==> config.mk <==
export PLATFORM = sky130hd
export DESIGN_NAME = one_shot_timer_table_flat
export DESIGN_NICKNAME = d
export VERILOG_FILES = /design/src/rtl/ostt_pkg.sv /design/src/rtl/ostt_if.sv /design/src/rtl/one_shot_timer_table.sv /design/src/flat_wrapper.sv
export VERILOG_INCLUDE_DIRS = /design/src /design/src/rtl
export SDC_FILE = /design/constraint.sdc
export NUM_CORES = 1
export LEC_CHECK = 0
export ABC_AREA = 1
export BUFFER_PORTS_ARGS = -buffer_cell sky130_fd_sc_hd__clkbuf_2
export CAP_MARGIN = 40
export CELL_PAD_IN_SITES_DETAIL_PLACEMENT = 2
export CELL_PAD_IN_SITES_GLOBAL_PLACEMENT = 2
export CORE_MARGIN = 2
export CORE_UTILIZATION = 39
export DETAILED_ROUTE_END_ITERATION = 6
export PLACE_DENSITY_LB_ADDON = 0.12
export SLEW_MARGIN = 20
export SYNTH_ARGS = -nofsm -noshare
export SYNTH_HDL_FRONTEND = slang
export SYNTH_SLANG_ARGS = --single-unit
==> constraint.sdc <==
create_clock -name clock -period 5.67 [get_ports clock]
set_input_delay 0.8505 -clock clock [delete_from_list [all_inputs] [get_ports clock]]
set_output_delay 0.8505 -clock clock [all_outputs]
set_load 0.02 [all_outputs]
==> src/rtl/one_shot_timer_table_macros.svh <==
// assertion macros for the one-shot timer table
// used by one_shot_timer_table.sv, no other dependencies
`ifndef ONE_SHOT_TIMER_TABLE_MACROS_SVH
`define ONE_SHOT_TIMER_TABLE_MACROS_SVH

// condition holds in the same cycle
`define OSTT_ASSERT_NOW(label, clk, rst, ante, cons) \
   label: assert property (@(posedge clk) disable iff (rst) (ante) |-> (cons)) \
      else $error("ostt same-cycle check failed");

// condition holds in the next cycle
`define OSTT_ASSERT_NEXT(label, clk, rst, ante, cons) \
   label: assert property (@(posedge clk) disable iff (rst) (ante) |=> (cons)) \
      else $error("ostt next-cycle check failed");

`endif

==> src/rtl/ostt_pkg.sv <==
// package for the one-shot timer table: sizes, codes and sequencer states
// no dependencies
`default_nettype none

package ostt_pkg;

   localparam int SLOTS         = 16;
   localparam int SLOT_BITS     = (SLOTS > 1) ? $clog2(SLOTS) : 1;
   localparam int ID_BITS       = 8;
   localparam int DURATION_BITS = 16;
   localparam int OP_BITS       = 3;
   localparam int KIND_BITS     = 2;
   localparam int STATUS_BITS   = 2;

   typedef enum logic [OP_BITS-1:0] {
      OP_CREATE   = 3'd0,
      OP_DELETE   = 3'd1,
      OP_SET_DUR  = 3'd2,
      OP_START    = 3'd3,
      OP_STOP     = 3'd4,
      OP_TICK     = 3'd5
   } op_type;

   typedef enum logic [KIND_BITS-1:0] {
      KIND_STATUS = 2'd0,
      KIND_FIRED  = 2'd1,
      KIND_DONE   = 2'd2
   } kind_type;

   typedef enum logic [STATUS_BITS-1:0] {
      ST_OK        = 2'd0,
      ST_NOT_FOUND = 2'd1,
      ST_FULL      = 2'd2,
      ST_DUP       = 2'd3
   } status_type;

   typedef enum logic [1:0] {
      SEQ_IDLE   = 2'd0,
      SEQ_SCAN   = 2'd1,
      SEQ_FINISH = 2'd2
   } seq_state_type;

endpackage

`default_nettype wire

==> src/rtl/ostt_if.sv <==
// handshake channels of the one-shot timer table: request and response
// depends on ostt_pkg
`default_nettype none

interface ostt_req_if;
   logic                               valid;
   logic                               ready;
   logic [ostt_pkg::OP_BITS-1:0]       op;
   logic [ostt_pkg::ID_BITS-1:0]       timer_id;
   logic [ostt_pkg::DURATION_BITS-1:0] duration;

   modport source (output valid, op, timer_id, duration, input ready);
   modport sink   (input valid, op, timer_id, duration, output ready);
endinterface

interface ostt_rsp_if;
   logic                             valid;
   logic                             ready;
   logic [ostt_pkg::KIND_BITS-1:0]   kind;
   logic [ostt_pkg::STATUS_BITS-1:0] status;
   logic [ostt_pkg::ID_BITS-1:0]     fired_id;
   logic                             last;

   modport source (output valid, kind, status, fired_id, last, input ready);
   modport sink   (input valid, kind, status, fired_id, last, output ready);
endinterface

`default_nettype wire

==> src/rtl/one_shot_timer_table.sv <==
// one-shot timer table: slot store, scan sequencer and response register
// depends on ostt_pkg, ostt_if.sv and one_shot_timer_table_macros.svh
// a command item scans every slot, then the finish state registers its status item
// a tick item scans one slot per cycle while the response register is free, then its done item
// one item at a time: next accept the cycle after the final item is registered
// synchronous reset clears the slot valid and running bits, the sequencer and rsp valid
`default_nettype none

`include "one_shot_timer_table_macros.svh"

module one_shot_timer_table (
   input  wire logic  clock,
   input  wire logic  reset,
   ostt_req_if.sink   req_chan,
   ostt_rsp_if.source rsp_chan
);

   localparam int SB = ostt_pkg::SLOT_BITS;
   localparam int IB = ostt_pkg::ID_BITS;
   localparam int DB = ostt_pkg::DURATION_BITS;
   localparam logic [SB-1:0] LAST_SLOT = SB'(ostt_pkg::SLOTS - 1);

   // slot store
   logic          valid_ff  [ostt_pkg::SLOTS];
   logic          active_ff [ostt_pkg::SLOTS];
   logic [IB-1:0] id_ff     [ostt_pkg::SLOTS];
   logic [DB-1:0] dur_ff    [ostt_pkg::SLOTS];
   logic [DB-1:0] rem_ff    [ostt_pkg::SLOTS];

   // sequencer and captured item
   ostt_pkg::seq_state_type state_ff, state_in;
   logic [SB-1:0]    idx_ff, idx_in;
   ostt_pkg::op_type op_ff, op_in;
   logic [IB-1:0]    req_id_ff, req_id_in;
   logic [DB-1:0]    req_dur_ff, req_dur_in;
   logic             hit_ff, hit_in;
   logic [SB-1:0]    hit_slot_ff, hit_slot_in;
   logic             hit_active_ff, hit_active_in;
   logic [DB-1:0]    hit_dur_ff, hit_dur_in;
   logic [DB-1:0]    hit_rem_ff, hit_rem_in;
   logic             free_ff, free_in;
   logic [SB-1:0]    free_slot_ff, free_slot_in;

   // response register
   logic                             rsp_valid_ff, rsp_valid_in;
   logic [ostt_pkg::KIND_BITS-1:0]   rsp_kind_ff, rsp_kind_in;
   logic [ostt_pkg::STATUS_BITS-1:0] rsp_status_ff, rsp_status_in;
   logic [IB-1:0]                    rsp_fired_ff, rsp_fired_in;
   logic                             rsp_last_ff, rsp_last_in;

   // single slot write port
   logic          wr_en;
   logic [SB-1:0] wr_slot;
   logic          wr_valid, wr_active;
   logic [IB-1:0] wr_id;
   logic [DB-1:0] wr_dur, wr_rem;

   logic          req_accept, out_free, scan_go, is_tick;
   logic          rd_valid, rd_active;
   logic [IB-1:0] rd_id;
   logic [DB-1:0] rd_dur, rd_rem, rem_dec;

   assign req_chan.ready  = (state_ff == ostt_pkg::SEQ_IDLE);
   assign req_accept      = req_chan.valid && req_chan.ready;
   assign out_free        = !rsp_valid_ff || rsp_chan.ready;
   assign is_tick         = (op_ff == ostt_pkg::OP_TICK);
   assign scan_go         = !is_tick || out_free;

   assign rd_valid  = valid_ff[idx_ff];
   assign rd_active = active_ff[idx_ff];
   assign rd_id     = id_ff[idx_ff];
   assign rd_dur    = dur_ff[idx_ff];
   assign rd_rem    = rem_ff[idx_ff];

   // shared countdown unit, saturating at zero
   assign rem_dec = (rd_rem != '0) ? (rd_rem - DB'(1)) : '0;

   assign rsp_chan.valid    = rsp_valid_ff;
   assign rsp_chan.kind     = rsp_kind_ff;
   assign rsp_chan.status   = rsp_status_ff;
   assign rsp_chan.fired_id = rsp_fired_ff;
   assign rsp_chan.last     = rsp_last_ff;

   // next state
   always_comb begin
      state_in = state_ff;
      unique case (state_ff)
         ostt_pkg::SEQ_IDLE: begin
            if (req_accept) state_in = ostt_pkg::SEQ_SCAN;
         end
         ostt_pkg::SEQ_SCAN: begin
            if (scan_go && (idx_ff == LAST_SLOT)) state_in = ostt_pkg::SEQ_FINISH;
         end
         ostt_pkg::SEQ_FINISH: begin
            if (out_free) state_in = ostt_pkg::SEQ_IDLE;
         end
         default: state_in = ostt_pkg::SEQ_IDLE;
      endcase
   end

   // datapath and outputs
   always_comb begin
      idx_in        = idx_ff;
      op_in         = op_ff;
      req_id_in     = req_id_ff;
      req_dur_in    = req_dur_ff;
      hit_in        = hit_ff;
      hit_slot_in   = hit_slot_ff;
      hit_active_in = hit_active_ff;
      hit_dur_in    = hit_dur_ff;
      hit_rem_in    = hit_rem_ff;
      free_in       = free_ff;
      free_slot_in  = free_slot_ff;

      rsp_valid_in  = rsp_valid_ff && !rsp_chan.ready;
      rsp_kind_in   = rsp_kind_ff;
      rsp_status_in = rsp_status_ff;
      rsp_fired_in  = rsp_fired_ff;
      rsp_last_in   = rsp_last_ff;

      wr_en     = 1'b0;
      wr_slot   = idx_ff;
      wr_valid  = rd_valid;
      wr_active = rd_active;
      wr_id     = rd_id;
      wr_dur    = rd_dur;
      wr_rem    = rd_rem;

      unique case (state_ff)
         ostt_pkg::SEQ_IDLE: begin
            if (req_accept) begin
               op_in      = ostt_pkg::op_type'(req_chan.op);
               req_id_in  = req_chan.timer_id;
               req_dur_in = req_chan.duration;
               idx_in     = '0;
               hit_in     = 1'b0;
               free_in    = 1'b0;
            end
         end
         ostt_pkg::SEQ_SCAN: begin
            if (scan_go) begin
               idx_in = idx_ff + SB'(1);
               if (is_tick) begin
                  if (rd_valid && rd_active) begin
                     wr_en     = 1'b1;
                     wr_rem    = rem_dec;
                     wr_active = (rem_dec != '0);
                     if (rem_dec == '0) begin
                        rsp_valid_in  = 1'b1;
                        rsp_kind_in   = ostt_pkg::KIND_FIRED;
                        rsp_status_in = ostt_pkg::ST_OK;
                        rsp_fired_in  = rd_id;
                        rsp_last_in   = 1'b0;
                     end
                  end
               end else begin
                  if (rd_valid && (rd_id == req_id_ff) && !hit_ff) begin
                     hit_in        = 1'b1;
                     hit_slot_in   = idx_ff;
                     hit_active_in = rd_active;
                     hit_dur_in    = rd_dur;
                     hit_rem_in    = rd_rem;
                  end
                  if (!rd_valid && !free_ff) begin
                     free_in      = 1'b1;
                     free_slot_in = idx_ff;
                  end
               end
            end
         end
         ostt_pkg::SEQ_FINISH: begin
            if (out_free) begin
               rsp_valid_in  = 1'b1;
               rsp_kind_in   = ostt_pkg::KIND_STATUS;
               rsp_status_in = ostt_pkg::ST_OK;
               rsp_fired_in  = '0;
               rsp_last_in   = 1'b1;
               wr_slot       = hit_slot_ff;
               wr_valid      = 1'b1;
               wr_active     = hit_active_ff;
               wr_id         = req_id_ff;
               wr_dur        = hit_dur_ff;
               wr_rem        = hit_rem_ff;
               unique case (op_ff)
                  ostt_pkg::OP_TICK: begin
                     rsp_kind_in = ostt_pkg::KIND_DONE;
                  end
                  ostt_pkg::OP_CREATE: begin
                     if (hit_ff) begin
                        rsp_status_in = ostt_pkg::ST_DUP;
                     end else if (!free_ff) begin
                        rsp_status_in = ostt_pkg::ST_FULL;
                     end else begin
                        wr_en     = 1'b1;
                        wr_slot   = free_slot_ff;
                        wr_active = 1'b0;
                        wr_dur    = req_dur_ff;
                        wr_rem    = '0;
                     end
                  end
                  ostt_pkg::OP_DELETE: begin
                     wr_en     = hit_ff;
                     wr_valid  = 1'b0;
                     wr_active = 1'b0;
                     wr_rem    = '0;
                  end
                  ostt_pkg::OP_SET_DUR: begin
                     wr_en  = hit_ff;
                     wr_dur = req_dur_ff;
                     if (hit_active_ff) wr_rem = req_dur_ff;
                  end
                  ostt_pkg::OP_START: begin
                     wr_en     = hit_ff;
                     wr_active = 1'b1;
                     wr_rem    = hit_dur_ff;
                  end
                  ostt_pkg::OP_STOP: begin
                     wr_en     = hit_ff;
                     wr_active = 1'b0;
                  end
                  default: ;
               endcase
               if (!hit_ff && (op_ff == ostt_pkg::OP_DELETE || op_ff == ostt_pkg::OP_SET_DUR ||
                               op_ff == ostt_pkg::OP_START || op_ff == ostt_pkg::OP_STOP)) begin
                  rsp_status_in = ostt_pkg::ST_NOT_FOUND;
               end
            end
         end
         default: ;
      endcase
   end

   always_ff @(posedge clock) begin
      if (reset) begin
         state_ff     <= ostt_pkg::SEQ_IDLE;
         rsp_valid_ff <= 1'b0;
         for (int i = 0; i < ostt_pkg::SLOTS; i++) begin
            valid_ff[i]  <= 1'b0;
            active_ff[i] <= 1'b0;
         end
      end else begin
         state_ff     <= state_in;
         rsp_valid_ff <= rsp_valid_in;
         if (wr_en) begin
            valid_ff[wr_slot]  <= wr_valid;
            active_ff[wr_slot] <= wr_active;
         end
      end
   end

   always_ff @(posedge clock) begin
      idx_ff        <= idx_in;
      op_ff         <= op_in;
      req_id_ff     <= req_id_in;
      req_dur_ff    <= req_dur_in;
      hit_ff        <= hit_in;
      hit_slot_ff   <= hit_slot_in;
      hit_active_ff <= hit_active_in;
      hit_dur_ff    <= hit_dur_in;
      hit_rem_ff    <= hit_rem_in;
      free_ff       <= free_in;
      free_slot_ff  <= free_slot_in;
      rsp_kind_ff   <= rsp_kind_in;
      rsp_status_ff <= rsp_status_in;
      rsp_fired_ff  <= rsp_fired_in;
      rsp_last_ff   <= rsp_last_in;
      if (wr_en) begin
         id_ff[wr_slot]  <= wr_id;
         dur_ff[wr_slot] <= wr_dur;
         rem_ff[wr_slot] <= wr_rem;
      end
   end

   `OSTT_ASSERT_NEXT(a_accept_starts_scan, clock, reset, req_accept,
      state_ff == ostt_pkg::SEQ_SCAN && idx_ff == '0)
   `OSTT_ASSERT_NOW(a_finish_after_last_slot, clock, reset,
      state_ff == ostt_pkg::SEQ_FINISH, idx_ff == '0)
   `OSTT_ASSERT_NEXT(a_finish_gives_last, clock, reset,
      state_ff == ostt_pkg::SEQ_FINISH && out_free, rsp_valid_ff && rsp_last_ff)

endmodule

`default_nettype wire
==> src/flat_wrapper.sv <==
// flat-port wrapper written by rule: the top's interface ports become plain ports
module one_shot_timer_table_flat 
  (clock, reset, req_chan_valid, req_chan_op, req_chan_timer_id, req_chan_duration, req_chan_ready, rsp_chan_valid, rsp_chan_kind, rsp_chan_status, rsp_chan_fired_id, rsp_chan_last, rsp_chan_ready);
  ostt_req_if req_chan_i ();
  ostt_rsp_if rsp_chan_i ();
  input  wire logic clock;
  input  wire logic reset;
  input wire logic [$bits(req_chan_i.valid)-1:0] req_chan_valid;
  input wire logic [$bits(req_chan_i.op)-1:0] req_chan_op;
  input wire logic [$bits(req_chan_i.timer_id)-1:0] req_chan_timer_id;
  input wire logic [$bits(req_chan_i.duration)-1:0] req_chan_duration;
  output wire logic [$bits(req_chan_i.ready)-1:0] req_chan_ready;
  output wire logic [$bits(rsp_chan_i.valid)-1:0] rsp_chan_valid;
  output wire logic [$bits(rsp_chan_i.kind)-1:0] rsp_chan_kind;
  output wire logic [$bits(rsp_chan_i.status)-1:0] rsp_chan_status;
  output wire logic [$bits(rsp_chan_i.fired_id)-1:0] rsp_chan_fired_id;
  output wire logic [$bits(rsp_chan_i.last)-1:0] rsp_chan_last;
  input wire logic [$bits(rsp_chan_i.ready)-1:0] rsp_chan_ready;
  assign req_chan_i.valid = req_chan_valid;
  assign req_chan_i.op = req_chan_op;
  assign req_chan_i.timer_id = req_chan_timer_id;
  assign req_chan_i.duration = req_chan_duration;
  assign req_chan_ready = req_chan_i.ready;
  assign rsp_chan_valid = rsp_chan_i.valid;
  assign rsp_chan_kind = rsp_chan_i.kind;
  assign rsp_chan_status = rsp_chan_i.status;
  assign rsp_chan_fired_id = rsp_chan_i.fired_id;
  assign rsp_chan_last = rsp_chan_i.last;
  assign rsp_chan_i.ready = rsp_chan_ready;
  one_shot_timer_table u_core (.clock(clock), .reset(reset), .req_chan(req_chan_i), .rsp_chan(rsp_chan_i));
endmodule
* After elaboration in Yosys (flattened, before gate mapping)
Memory sizes are Yosys's and may differ from the RTL's. A register that Yosys moved wholly into a read port is not among the register bits. Index checks and enable logic that the tools add are counted.
Cells by class: reduce and logical (&&, ||, !) cells 38, muxes and demuxes 109, bitwise operators 1, add/sub/neg operators 2, eq/ne operators 19
Operators with widths (count):
- 16-bit 2-to-1 mux | 12
- 16-bit case mux with 2 select lines | 2
- 16-bit case mux with 4 select lines | 1
- 4-bit 2-to-1 mux | 14
- 8-bit 2-to-1 mux | 7
- 1-bit 2-to-1 mux | 42
- 2-bit 2-to-1 mux | 18
- 16-bit nonzero test | 2
- 16-bit zero test | 1
- 2-bit by 1-bit != test with 1-bit output, second input constant | 8
- 8-bit case mux with 2 select lines | 1
- 16-bit by 1-bit subtractor with 16-bit output, second input constant | 1
- 1-bit case mux with 2 select lines | 7
- 5-bit AND reduction | 2
- 8-bit equality test | 1
- 1-bit logical AND | 8
- 2-bit case mux with 2 select lines | 2
- 4-bit case mux with 2 select lines | 1
- 4-bit AND reduction | 2
- 3-bit by 2-bit equality test with 1-bit output, second input constant | 2
- 3-bit equality test, second input constant | 2
- 1-bit zero test | 6
- 2-bit case mux with 3 select lines | 1
- 3-bit AND reduction | 2
- other kinds (17) | 24
Word-level totals: memories kept 5, bits in registers 90, memory bits (writable) 672, output and inout bits 15, word-level logic and storage cells 191, bits of input ports 31
Memory list:
- u_core.dur_ff | words 16, width 16, read ports 1, clocked after Yosys merged registers in 1, write ports 1, RTL line one_shot_timer_table.sv:27 | logic [DB-1:0] dur_ff [ostt_pkg::SLOTS];
- u_core.rem_ff | words 16, width 16, read ports 1, clocked after Yosys merged registers in 1, write ports 1, RTL line one_shot_timer_table.sv:28 | logic [DB-1:0] rem_ff [ostt_pkg::SLOTS];
- u_core.id_ff | words 16, width 8, read ports 1, clocked after Yosys merged registers in 1, write ports 1, RTL line one_shot_timer_table.sv:26 | logic [IB-1:0] id_ff [ostt_pkg::SLOTS];
- u_core.active_ff | words 16, width 1, read ports 1, clocked after Yosys merged registers in 1, write ports 16, RTL line one_shot_timer_table.sv:25 | logic active_ff [ostt_pkg::SLOTS];
- u_core.valid_ff | words 16, width 1, read ports 1, clocked after Yosys merged registers in 1, write ports 16, RTL line one_shot_timer_table.sv:24 | logic valid_ff [ostt_pkg::SLOTS];

* Logic depth before layout (Yosys ltp)
Gate-level depths: netlist of the first run.
word-level depth 10, gate-level depth with buffers 25, depth with buffers taken out 23

* Worst setup path before layout of the first run
Ideal clock, no wire load.
path type reg2reg, start point register (tool-made name), end point register u_core.hit_active_ff (enable), setup slack -0.589 ns, data required time 5.146 ns, data arrival time 5.735 ns, cell stages (with the launch flop) 16, path through dfxtp_1 > inv_2 > buf_6 > buf_6 > buf_6 > buf_2 > buf_2 > clkbuf_1 > nor2_1 > o221ai_1 > o211ai_1 > nand2_1 > o22ai_1 > nor4_1 > nand2_1 > nor4_1
RTL lines:
- end signal: assignment | RTL line one_shot_timer_table.sv:258 | hit_active_ff <= hit_active_in;
- end: declaration | RTL line one_shot_timer_table.sv:38 | logic hit_active_ff, hit_active_in;

==> results.sh, run 1 <==
export IMPL_holdPathEnd="u_core.op_ff[2]"
export IMPL_hp_start="req_chan_op[2]"
export IMPL_multi_input_area_um2=8269
export IMPL_peakVddDrop_mv=0.3256
export IMPL_startpoint_type="flip-flop"
export IMPL_max_slew_margin=0.3679
export IMPL_fmax_ghz=0.2202
export IMPL_path_class="reg2reg"
export IMPL_diodes=0
export IMPL_area_growth_pct=13.85
export IMPL_core_rowCount=106
export IMPL_synth_seq_cells=766
export IMPL_insertion_delay_ns=0.66
export IMPL_cpPeakStageDelay_ns=0.54
export IMPL_portBuffers=45
export IMPL_cts_root_buf="clkbuf_16"
export IMPL_yosys_area_share_adder=0.001917
export IMPL_clkSinkCount=766
export IMPL_final_cells=4062
export IMPL_grt_total_usage=0.2604
export IMPL_initialDrtViolationCount=1537
export IMPL_cap_violations=0
export IMPL_die_y_um=293.2
export IMPL_grt_max_degree=172
export IMPL_n_fill_cell=8371
export IMPL_hold_class="in2reg"
export IMPL_power_mw=22.27
export IMPL_core_area_um2=83290
export IMPL_gp_congestion=0.8275
export IMPL_synth_cells=2857
export IMPL_hold_slack_ns=0.3858
export IMPL_post_route_period_util=0.8008
export IMPL_grt_antenna_before_repair=1
export IMPL_seq_area_frac_synth=0.7028
export IMPL_fin_crit_ns=4.540
export IMPL_leakage_nw=13.11
export IMPL_hold_depth=1
export IMPL_setup_violations=0
export IMPL_cts_resized=0
export IMPL_r2r_end="u_core.active_ff[15]"
export IMPL_required_ns=6.04
export IMPL_die_w_um=293.2
export IMPL_outcome="finished, violations left"
export IMPL_syn_nets=2893
export IMPL_path_common_cell="nor2_1"
export IMPL_ys_top_cells_by_count="759 x edfxtp_1, 508 x nand2_1, 379 x nor2_1"
export IMPL_final_area_um2=37150
export IMPL_power_density_nw_per_um2=599.6
export IMPL_crit_chain="inv_6, buf_4, nor2_1, o21ai_1, nand3_1, nand3_1, nand2_2, nor2_2, nand2_1, nor2_1, nand2_1, o21ai_0, nand3_1, nor2_1, nand4_1, a21boi_4, nor2_1"
export IMPL_yosys_area_share_xor_xnor=0.0005369
export IMPL_avgSynthCellArea_um2=11.42
export IMPL_synthArstFlopShare=0
export IMPL_drc_errors=1
export IMPL_synth_top_area_share=0.6985
export IMPL_drt_wl_total_um=111800
export IMPL_cts_buffers=86
export IMPL_rsz0062_at_grt="no"
export IMPL_yosys_area_share_simple=0.1411
export IMPL_nets=2948
export IMPL_syn_cell_area_um2=32630
export IMPL_viasPerCell=5.704
export IMPL_setup_tns_final_ns=0
export IMPL_critPathSlowestCell="buf_4"
export IMPL_worst_pin_slew_ns=0.9481
export IMPL_clock_skew_ns=0.02502
export IMPL_dpl_instance_area_um2=34410
export IMPL_grt_pass1_wl_um=166400
export IMPL_tritoncts="yes"
export IMPL_post_dp_hpwl_um=64170
export IMPL_clk_pin_slew_ns=0.06
export IMPL_ys_warn_count=0
export IMPL_yosysUniqueCellTypes=40
export IMPL_ys_flop_type="edfxtp_1"
export IMPL_io_pins=46
export IMPL_ant_nets=0
export IMPL_grt_overflow=0
export IMPL_synth_most_common_cell="edfxtp_1"
export IMPL_cp_max_fo=45
export IMPL_num_vias=23170
export IMPL_grt_pass1_vias=25270
export IMPL_crit_buf_inv=2
export IMPL_cp_top_family="simple AND/OR/NAND/NOR gates"
export IMPL_critPathCaptureType="flip-flop"
export IMPL_start_util=0.3917
export IMPL_synth_compound_area_frac=0.1054
export IMPL_dp_cells=3901
export IMPL_wl_per_cell_um=27.53
export IMPL_ff2ff_path_depth=17
export IMPL_violations="design-rule violations"
export IMPL_post_cts_buffers=0
export IMPL_ctsHoldBuffers=0
export IMPL_r2r_slack_ns=1.13
export IMPL_cts_buffer_depth=3
export IMPL_h_tree_depth=3
export IMPL_synth_area_leaders="edfxtp_1 70%, nand2_1 5.8%, o21ai_0 4.4%"
export IMPL_drv_slew=0
export IMPL_dr_pass1_iters=7
export IMPL_synth_area_mux_share=0
export IMPL_dieArea_um2=85990
export IMPL_final_seq_area_um2=22940
export IMPL_drive_above_1_share=0.1040
export IMPL_yosysTopAreaCell="edfxtp_1"
export IMPL_synth_top_family_by_area="simple AND/OR/NAND/NOR gates"
export IMPL_synth_edf_count=759
export IMPL_hold_viol=0
export IMPL_arrival_ns=4.91
==> metrics by stage <==
stage | setup WS, ns | utilization
2_1_floorplan | 0.9708 | -
5_1_grt | 0.7334 | 0.4460
3_5_place_dp | 1.096 | 0.4131
6_report | 1.130 | 0.4460
3_3_place_gp | 1.313 | 0.4129
4_1_cts | 1.103 | 0.4455
==> sequential cells by signal (all words and copies together), names as in the netlist, named ones only <==
| register | count |
|---|---|
| u_core.valid_ff | 16 |
| u_core.idx_ff | 4 |
| u_core.rem_ff | 256 |
| u_core.req_id_ff | 8 |
| u_core.dur_ff | 256 |
| u_core.hit_active_ff | 1 |
| u_core.free_ff | 1 |
| u_core.rsp_chan.kind | 2 |
| u_core.rsp_chan.valid | 1 |
| u_core.hit_slot_ff | 4 |
| u_core.rsp_chan.last | 1 |
| u_core.hit_dur_ff | 16 |
| u_core.free_slot_ff | 4 |
| u_core.active_ff | 16 |
| u_core.hit_ff | 1 |
| u_core.state_ff | 2 |
| u_core.id_ff | 128 |
| u_core.rsp_chan.fired_id | 8 |
| u_core.rsp_chan.status | 2 |
| u_core.hit_rem_ff | 16 |
| u_core.req_dur_ff | 16 |
| u_core.op_ff | 3 |
==> layout make-up <==
type,count,area share
Clock buffer,100,0.05935
Clock inverter,58,0.01320
Inverter,202,0.02075
Multi-Input combinational cell,1716,0.2226
Sequential cell,766,0.6177
Tap cell,1080,0.03638
Timing Repair Buffer,140,0.03004
==> layer usage <==
metal / wire [um] / vias to the layer above / track usage
li1: - / 10300 / -
met1: 48600 / 12190 / 0.3418
met2: 56020 / 482 / 0.4521
met3: 4001 / 197 / 0.03071
met4: 3197 / 2 / 0.08151
met5: 14 / - / 0
==> report_power, final <==
group / internal (mW) / switching (mW) / total [mW]
clock: 3.07 / 2.37 / 5.44
sequential: 8.37 / 0.214 / 8.59
combinational: 1.94 / 6.31 / 8.25
total: 13.4 / 8.89 / 22.3
==> cells by family (layout without fill, tap and decap cells) <==
family                   count (synthesis)  after routing
AO/OA/AOI/OAI                          576            576
XOR/XNOR                                 2              2
adder cells (fa/ha/maj)                  5              5
buffers and inverters                  375            500
flip-flops                             766            766
AND/OR/NAND/NOR                       1133           1133
==> worst max path at each step <==
stage / from / endpoint / slack [ns] / depth (start not counted)
floorplan: flip-flop / u_core.hit_active_ff / 0.97 / 15
global route: flip-flop / u_core.active_ff[11] / 0.73 / 17
detailed placement: flip-flop / u_core.active_ff[15] / 1.10 / 17
finish: flip-flop / u_core.active_ff[15] / 1.13 / 17
global placement: flip-flop / u_core.active_ff[10] / 1.31 / 16
CTS: flip-flop / u_core.active_ff[14] / 1.10 / 17
==> cell usage in the layout, fill, tap and decap left out, types with 4 or more instances in the layout <==
| master | synthesis | layout |
|---|---|---|
| inv_1 | 195 | 193 |
| o211ai_1 | 44 | 44 |
| nand2_2 | 12 | 12 |
| nor2_1 | 379 | 362 |
| bufinv_16 | 0 | 6 |
| nor2_4 | 2 | 19 |
| nand3_1 | 216 | 216 |
| nor2_2 | 4 | 4 |
| o21ai_1 | 21 | 21 |
| clkinv_1 | 3 | 27 |
| edfxtp_1 | 759 | 759 |
| clkbuf_1 | 107 | 14 |
| buf_12 | 0 | 12 |
| o21ai_0 | 287 | 287 |
| inv_2 | 3 | 4 |
| buf_4 | 15 | 79 |
| a21oi_1 | 61 | 60 |
| inv_6 | 0 | 4 |
| o22ai_1 | 57 | 57 |
| ha_1 | 5 | 5 |
| clkbuf_16 | 0 | 86 |
| o221ai_1 | 80 | 80 |
| a31oi_1 | 11 | 11 |
| clkbuf_2 | 0 | 45 |
| nand4_1 | 4 | 4 |
| clkinv_2 | 0 | 19 |
| nand2_1 | 508 | 508 |
Power figures use the tool's default switching activity.
==> inputs of run 2 (changes only) <==
==> constraint.sdc (replaced) <==
create_clock -name clock -period 3.85 [get_ports clock]
set_input_delay 0.5775 -clock clock [delete_from_list [all_inputs] [get_ports clock]]
set_output_delay 0.5775 -clock clock [all_outputs]
set_load 0.02 [all_outputs]
==> results.sh, run 2 (synthesized netlist as in run 1, its figures left out) <==
export IMPL_outcome="complete, no violations"
export IMPL_cp_max_fo=18
export IMPL_cts_buffer_depth=3
export IMPL_dr_pass1_iters=5
export IMPL_grt_max_degree=111
export IMPL_power_frac_clock=0.240
export IMPL_nets=3004
export IMPL_tritoncts="yes"
export IMPL_grt_pass1_wl_um=168900
export IMPL_cap_violations=0
export IMPL_final_common_cell="edfxtp_1"
export IMPL_worst_pin_slew_ns=0.7912
export IMPL_power_density_nw_per_um2=893.2
export IMPL_power_frac_comb=0.389
export IMPL_utilization=0.4561
export IMPL_num_vias=23560
export IMPL_rsz0062_at_grt="no"
export IMPL_gp_congestion=0.8492
export IMPL_core_rowCount=106
export IMPL_clkSinkCount=766
export IMPL_initialDrtViolationCount=1660
export IMPL_hold_viol=0
export IMPL_ant_nets=0
export IMPL_clk_pin_slew_ns=0.06
export IMPL_required_ns=4.24
export IMPL_die_y_um=293.2
export IMPL_core_area_um2=83290
export IMPL_post_dp_hpwl_um=67130
export IMPL_fin_ws_ns=0.2068
export IMPL_ctsHoldBuffers=0
export IMPL_hold_class="in2reg"
export IMPL_h_tree_depth=3
export IMPL_arrival_ns=4.04
export IMPL_cts_root_buf="clkbuf_16"
export IMPL_io_pins=46
export IMPL_cts_buffers=88
export IMPL_portBuffers=45
export IMPL_diodes=0
export IMPL_path_class="reg2reg"
export IMPL_final_seq_area_um2=22940
export IMPL_drt_wl_total_um=114300
export IMPL_viasPerCell=5.723
export IMPL_max_slew_margin=0.4719
export IMPL_setup_violations=0
export IMPL_post_route_period_util=0.9463
export IMPL_hold_slack_ns=0.09563
export IMPL_drc_errors=0
export IMPL_grt_total_usage=0.2663
export IMPL_clock_skew_ns=0.02804
export IMPL_internal_power_mw=20.45
export IMPL_n_fill_cell=8431
export IMPL_netSwitchingFraction=0.3974
export IMPL_area_growth_pct=16.43
export IMPL_drv_slew=0
export IMPL_critPathCaptureType="flip-flop"
export IMPL_grt_pass1_vias=25700
export IMPL_multi_input_area_um2=8293
export IMPL_switching_power_mw=13.48
export IMPL_insertion_delay_ns=0.66
export IMPL_wl_per_cell_um=27.77
export IMPL_top_regs="u_core.dur_ff: 256 flops, u_core.rem_ff: 256 flops, u_core.id_ff: 128 flops"
export IMPL_drive_above_1_share=0.1235
export IMPL_leakage_nw=13.51
export IMPL_startpoint_type="flip-flop"
export IMPL_start_util=0.3917
export IMPL_layout_common_cells="759 x edfxtp_1, 506 x nand2_1, 359 x nor2_1, 283 x o21ai_0, 216 x nand3_1"
export IMPL_die_w_um=293.2
export IMPL_dieArea_um2=85990
export IMPL_place_ws_ns=0.0002447
export IMPL_p_seq_frac=0.371
export IMPL_fin_crit_ns=3.643
export IMPL_grt_overflow=0
export IMPL_fmax_ghz=0.2745
export IMPL_grt_antenna_before_repair=1
export IMPL_peakVddDrop_mv=0.7892
run 2: per-layer routing:
metal  routed length [um]  global-route usage
met2                56760              0.4595
met4                 4139             0.09619
met5                    0                   0
met3                 4057             0.03245
met1                49380              0.3461
run 2: metrics by stage:
stage / power, mW / std cells / TNS, ns / instance area (um2)
after floorplan: 19.93 / 2857 / -131.41 / 32710
after global placement: 25.15 / 3953 / 0 / 35070
after detailed placement: 25.82 / 3955 / 0 / 35110
after CTS: 34.10 / 4115 / 0 / 37900
after global routing: 35.68 / 4117 / 0 / 37990
final: 33.93 / 4117 / 0 / 37990
run 2: worst paths after layout:
check	startpoint	to	slack, ns	cells past startpoint
setup / recovery	flip-flop	u_core.active_ff[2]	0.21	20
hold / removal	req_chan_timer_id[5]	u_core.req_id_ff[5]	0.1	1
setup reg to reg	flip-flop	u_core.active_ff[2]	0.21	20
hold reg to reg	u_core.state_ff[1]	u_core.state_ff[1]	0.55	2
run 2: repair_timing:
| item | in CTS | in global routing |
|---|---|---|
| buffers inserted | 1 | 0 |
| resized for setup | 2 | 11 |
| pin swaps | 0 | 1 |
| endpoints found under the setup margin | 47 | 67 |
| gates cloned | 0 | 1 |
run 2: worst max-delay path, cell delays in order, from the launching register on:
cell,delay (ns)
dfxtp_4,0.41
inv_6,0.21
buf_16,0.21
buf_6,0.19
nor2_1,0.06
o21ai_1,0.07
nand3_1,0.11
nand3_1,0.09
nand2_1,0.10
buf_4,0.19
nor2_2,0.20
nand2_1,0.16
nor2_4,0.24
nand3_1,0.11
nand3_1,0.14
nand2_1,0.08
nor2_1,0.15
nand4_1,0.20
a21boi_4,0.21
buf_12,0.17
nor2_1,0.06
run 2: final cells by class:
| cell class | instances | share of cell area |
|---|---|---|
| clock buffers | 110 | 0.06208 |
| clock inverters | 49 | 0.01097 |
| inverters | 202 | 0.02029 |
| multi-input cells | 1716 | 0.2183 |
| flip-flops and latches | 766 | 0.6040 |
| well taps | 1080 | 0.03557 |
| repair buffers | 194 | 0.04884 |
run 2: power groups by stage:
stage                     Sequential, mW  Combinational, mW  Clock (mW)
final                               12.6               13.2        8.15
after global routing                12.6               14.5        8.59
after CTS                           12.6               13.2        8.29
after detailed placement            12.8               13.1           0
after global placement              12.7               12.4           0
after floorplan                     12.7               7.20           0
==> inputs of run 3 (changes only) <==
==> constraint.sdc (replaced) <==
create_clock -name clock -period 3.2 [get_ports clock]
set_input_delay 0.48 -clock clock [delete_from_list [all_inputs] [get_ports clock]]
set_output_delay 0.48 -clock clock [all_outputs]
set_load 0.02 [all_outputs]
==> results.sh, run 3 (synthesized netlist as in run 1, its figures left out) <==
export IMPL_drt_wl_total_um=120400
export IMPL_h_tree_depth=3
export IMPL_clk_pin_slew_ns=0.06
export IMPL_post_route_period_util=1.084
export IMPL_insertion_delay_ns=0.66
export IMPL_dp_cells=4075
export IMPL_tritoncts="yes"
export IMPL_hold_class="in2reg"
export IMPL_cap_violations=0
export IMPL_peakVddDrop_mv=0.6504
export IMPL_grt_pass1_vias=27020
export IMPL_power_density_nw_per_um2=1102
export IMPL_grt_overflow=0
export IMPL_fmax_ghz=0.2883
export IMPL_arrival_ns=3.83
export IMPL_startpoint_type="flip-flop"
export IMPL_drive_above_1_share=0.1855
export IMPL_area_growth_pct=23.95
export IMPL_cts_root_buf="clkbuf_16"
export IMPL_core_rowCount=106
export IMPL_top_regs="u_core.dur_ff: 256 flops, u_core.rem_ff: 256 flops, u_core.id_ff: 128 flops"
export IMPL_leakage_nw=14.63
export IMPL_hold_viol=0
export IMPL_die_y_um=293.2
export IMPL_cts_buffers=86
export IMPL_final_cells=4284
export IMPL_grt_antenna_before_repair=3
export IMPL_max_slew_margin=0.4560
export IMPL_die_w_um=293.2
export IMPL_n_fill_cell=8238
export IMPL_grt_total_usage=0.2813
export IMPL_grt_max_degree=80
export IMPL_required_ns=3.56
export IMPL_setup_violations=68
export IMPL_initialDrtViolationCount=1909
export IMPL_post_dp_hpwl_um=72430
export IMPL_final_common_cell="edfxtp_1"
export IMPL_portBuffers=45
export IMPL_viasPerCell=5.697
export IMPL_drc_errors=0
export IMPL_wl_per_cell_um=28.11
export IMPL_clock_skew_ns=0.02556
export IMPL_rsz0062_at_grt="yes"
export IMPL_fin_ws_ns=-0.2692
export IMPL_worst_pin_slew_ns=0.8160
export IMPL_nets=3165
export IMPL_ant_nets=0
export IMPL_core_area_um2=83290
export IMPL_drv_slew=0
export IMPL_gp_congestion=0.8718
export IMPL_clkSinkCount=766
export IMPL_dieArea_um2=85990
export IMPL_violations="negative setup slack"
export IMPL_fin_crit_ns=3.469
export IMPL_dr_pass1_iters=5
export IMPL_cts_buffer_depth=3
export IMPL_outcome="finished, violations left"
export IMPL_grt_pass1_wl_um=177500
export IMPL_io_pins=46
export IMPL_power_mw=44.56
export IMPL_start_util=0.3917
export IMPL_path_class="reg2reg"
export IMPL_critPathCaptureType="flip-flop"
export IMPL_num_vias=24410
export IMPL_layout_common_cells="759 x edfxtp_1, 485 x nand2_1, 343 x nor2_1, 266 x o21ai_0, 200 x nand3_1"
export IMPL_cp_max_fo=16
==> run 3: worst paths after layout <==
kind,slack (ns),end,from,cells after the start
worst max-delay path,-0.27,u_core.hit_rem_ff[8],flip-flop,14
worst min register to register,0.55,u_core.state_ff[1],u_core.state_ff[1],2
worst min-delay path,0.03,u_core.req_dur_ff[9],req_chan_duration[9],1
worst max register to register,-0.27,u_core.hit_rem_ff[8],flip-flop,14
==> run 3: report_power, final <==
part	internal, mW	switching, mW
Clock	5.79	4.27
Sequential	14.8	0.292
Combinational	6.42	13.0
Total	27.0	17.5
==> run 3: final cells by class <==
type                    count  area (um2)  share of cell area
clock inverters            58       566.8             0.01401
repair inverters            1       11.26           0.0002784
well taps                1080        1351             0.03341
diodes                      2       5.005           0.0001237
multi-input cells        1716        8640              0.2136
inverters                 202       777.0             0.01921
flip-flops and latches    766       22940              0.5673
repair buffers            356        3890             0.09618
clock buffers             103        2258             0.05584
==> run 3: metrics by stage <==
step	cell area [um2]	setup TNS (ns)	util	setup slack, ns	hold WS (ns)
2_1_floorplan	32950	-22.71	-	-0.5967	0.4693
3_3_place_gp	36520	-70.43	0.4384	-0.3590	0.4848
3_5_place_dp	36540	-143.86	0.4387	-0.5774	0.5253
4_1_cts	40270	-6.465	0.4835	-0.2000	0.0001949
5_1_grt	40440	-63.89	0.4855	-0.3932	0.01352
6_report	40440	-11.01	0.4856	-0.2692	0.02815
==> run 3: timing repair <==
| item | 4_1_cts | 5_1_grt |
|---|---|---|
| resized for setup | 84 | 52 |
| buffers inserted | 18 | 2 |
| hold buffers | 17 | 0 |
| cloned | 9 | 0 |
| pin swaps | 20 | 5 |
| endpoints found under the setup margin | 981 | 991 |
| endpoints found under the hold margin | 17 | 0 |
==> run 3: metal layers <==
metal	GRT usage	routed length, um
met1	0.3569	50230
met4	0.1262	5780
met5	0	13
met2	0.4814	59350
met3	0.03752	5038
==> run 3: critical path, stage by stage (launching register included) <==
cell and delay [ns]:
dfxtp_4 0.50, buf_12 0.19, buf_12 0.17, bufbuf_16 0.33, o21ai_0 0.12, o221ai_1 0.23
nand3_1 0.12, nand2_1 0.20, o22ai_1 0.13, nor4_2 0.27, nand2_1 0.17, nor4_4 0.18
buf_6 0.15, buf_12 0.12, bufbuf_16 0.28
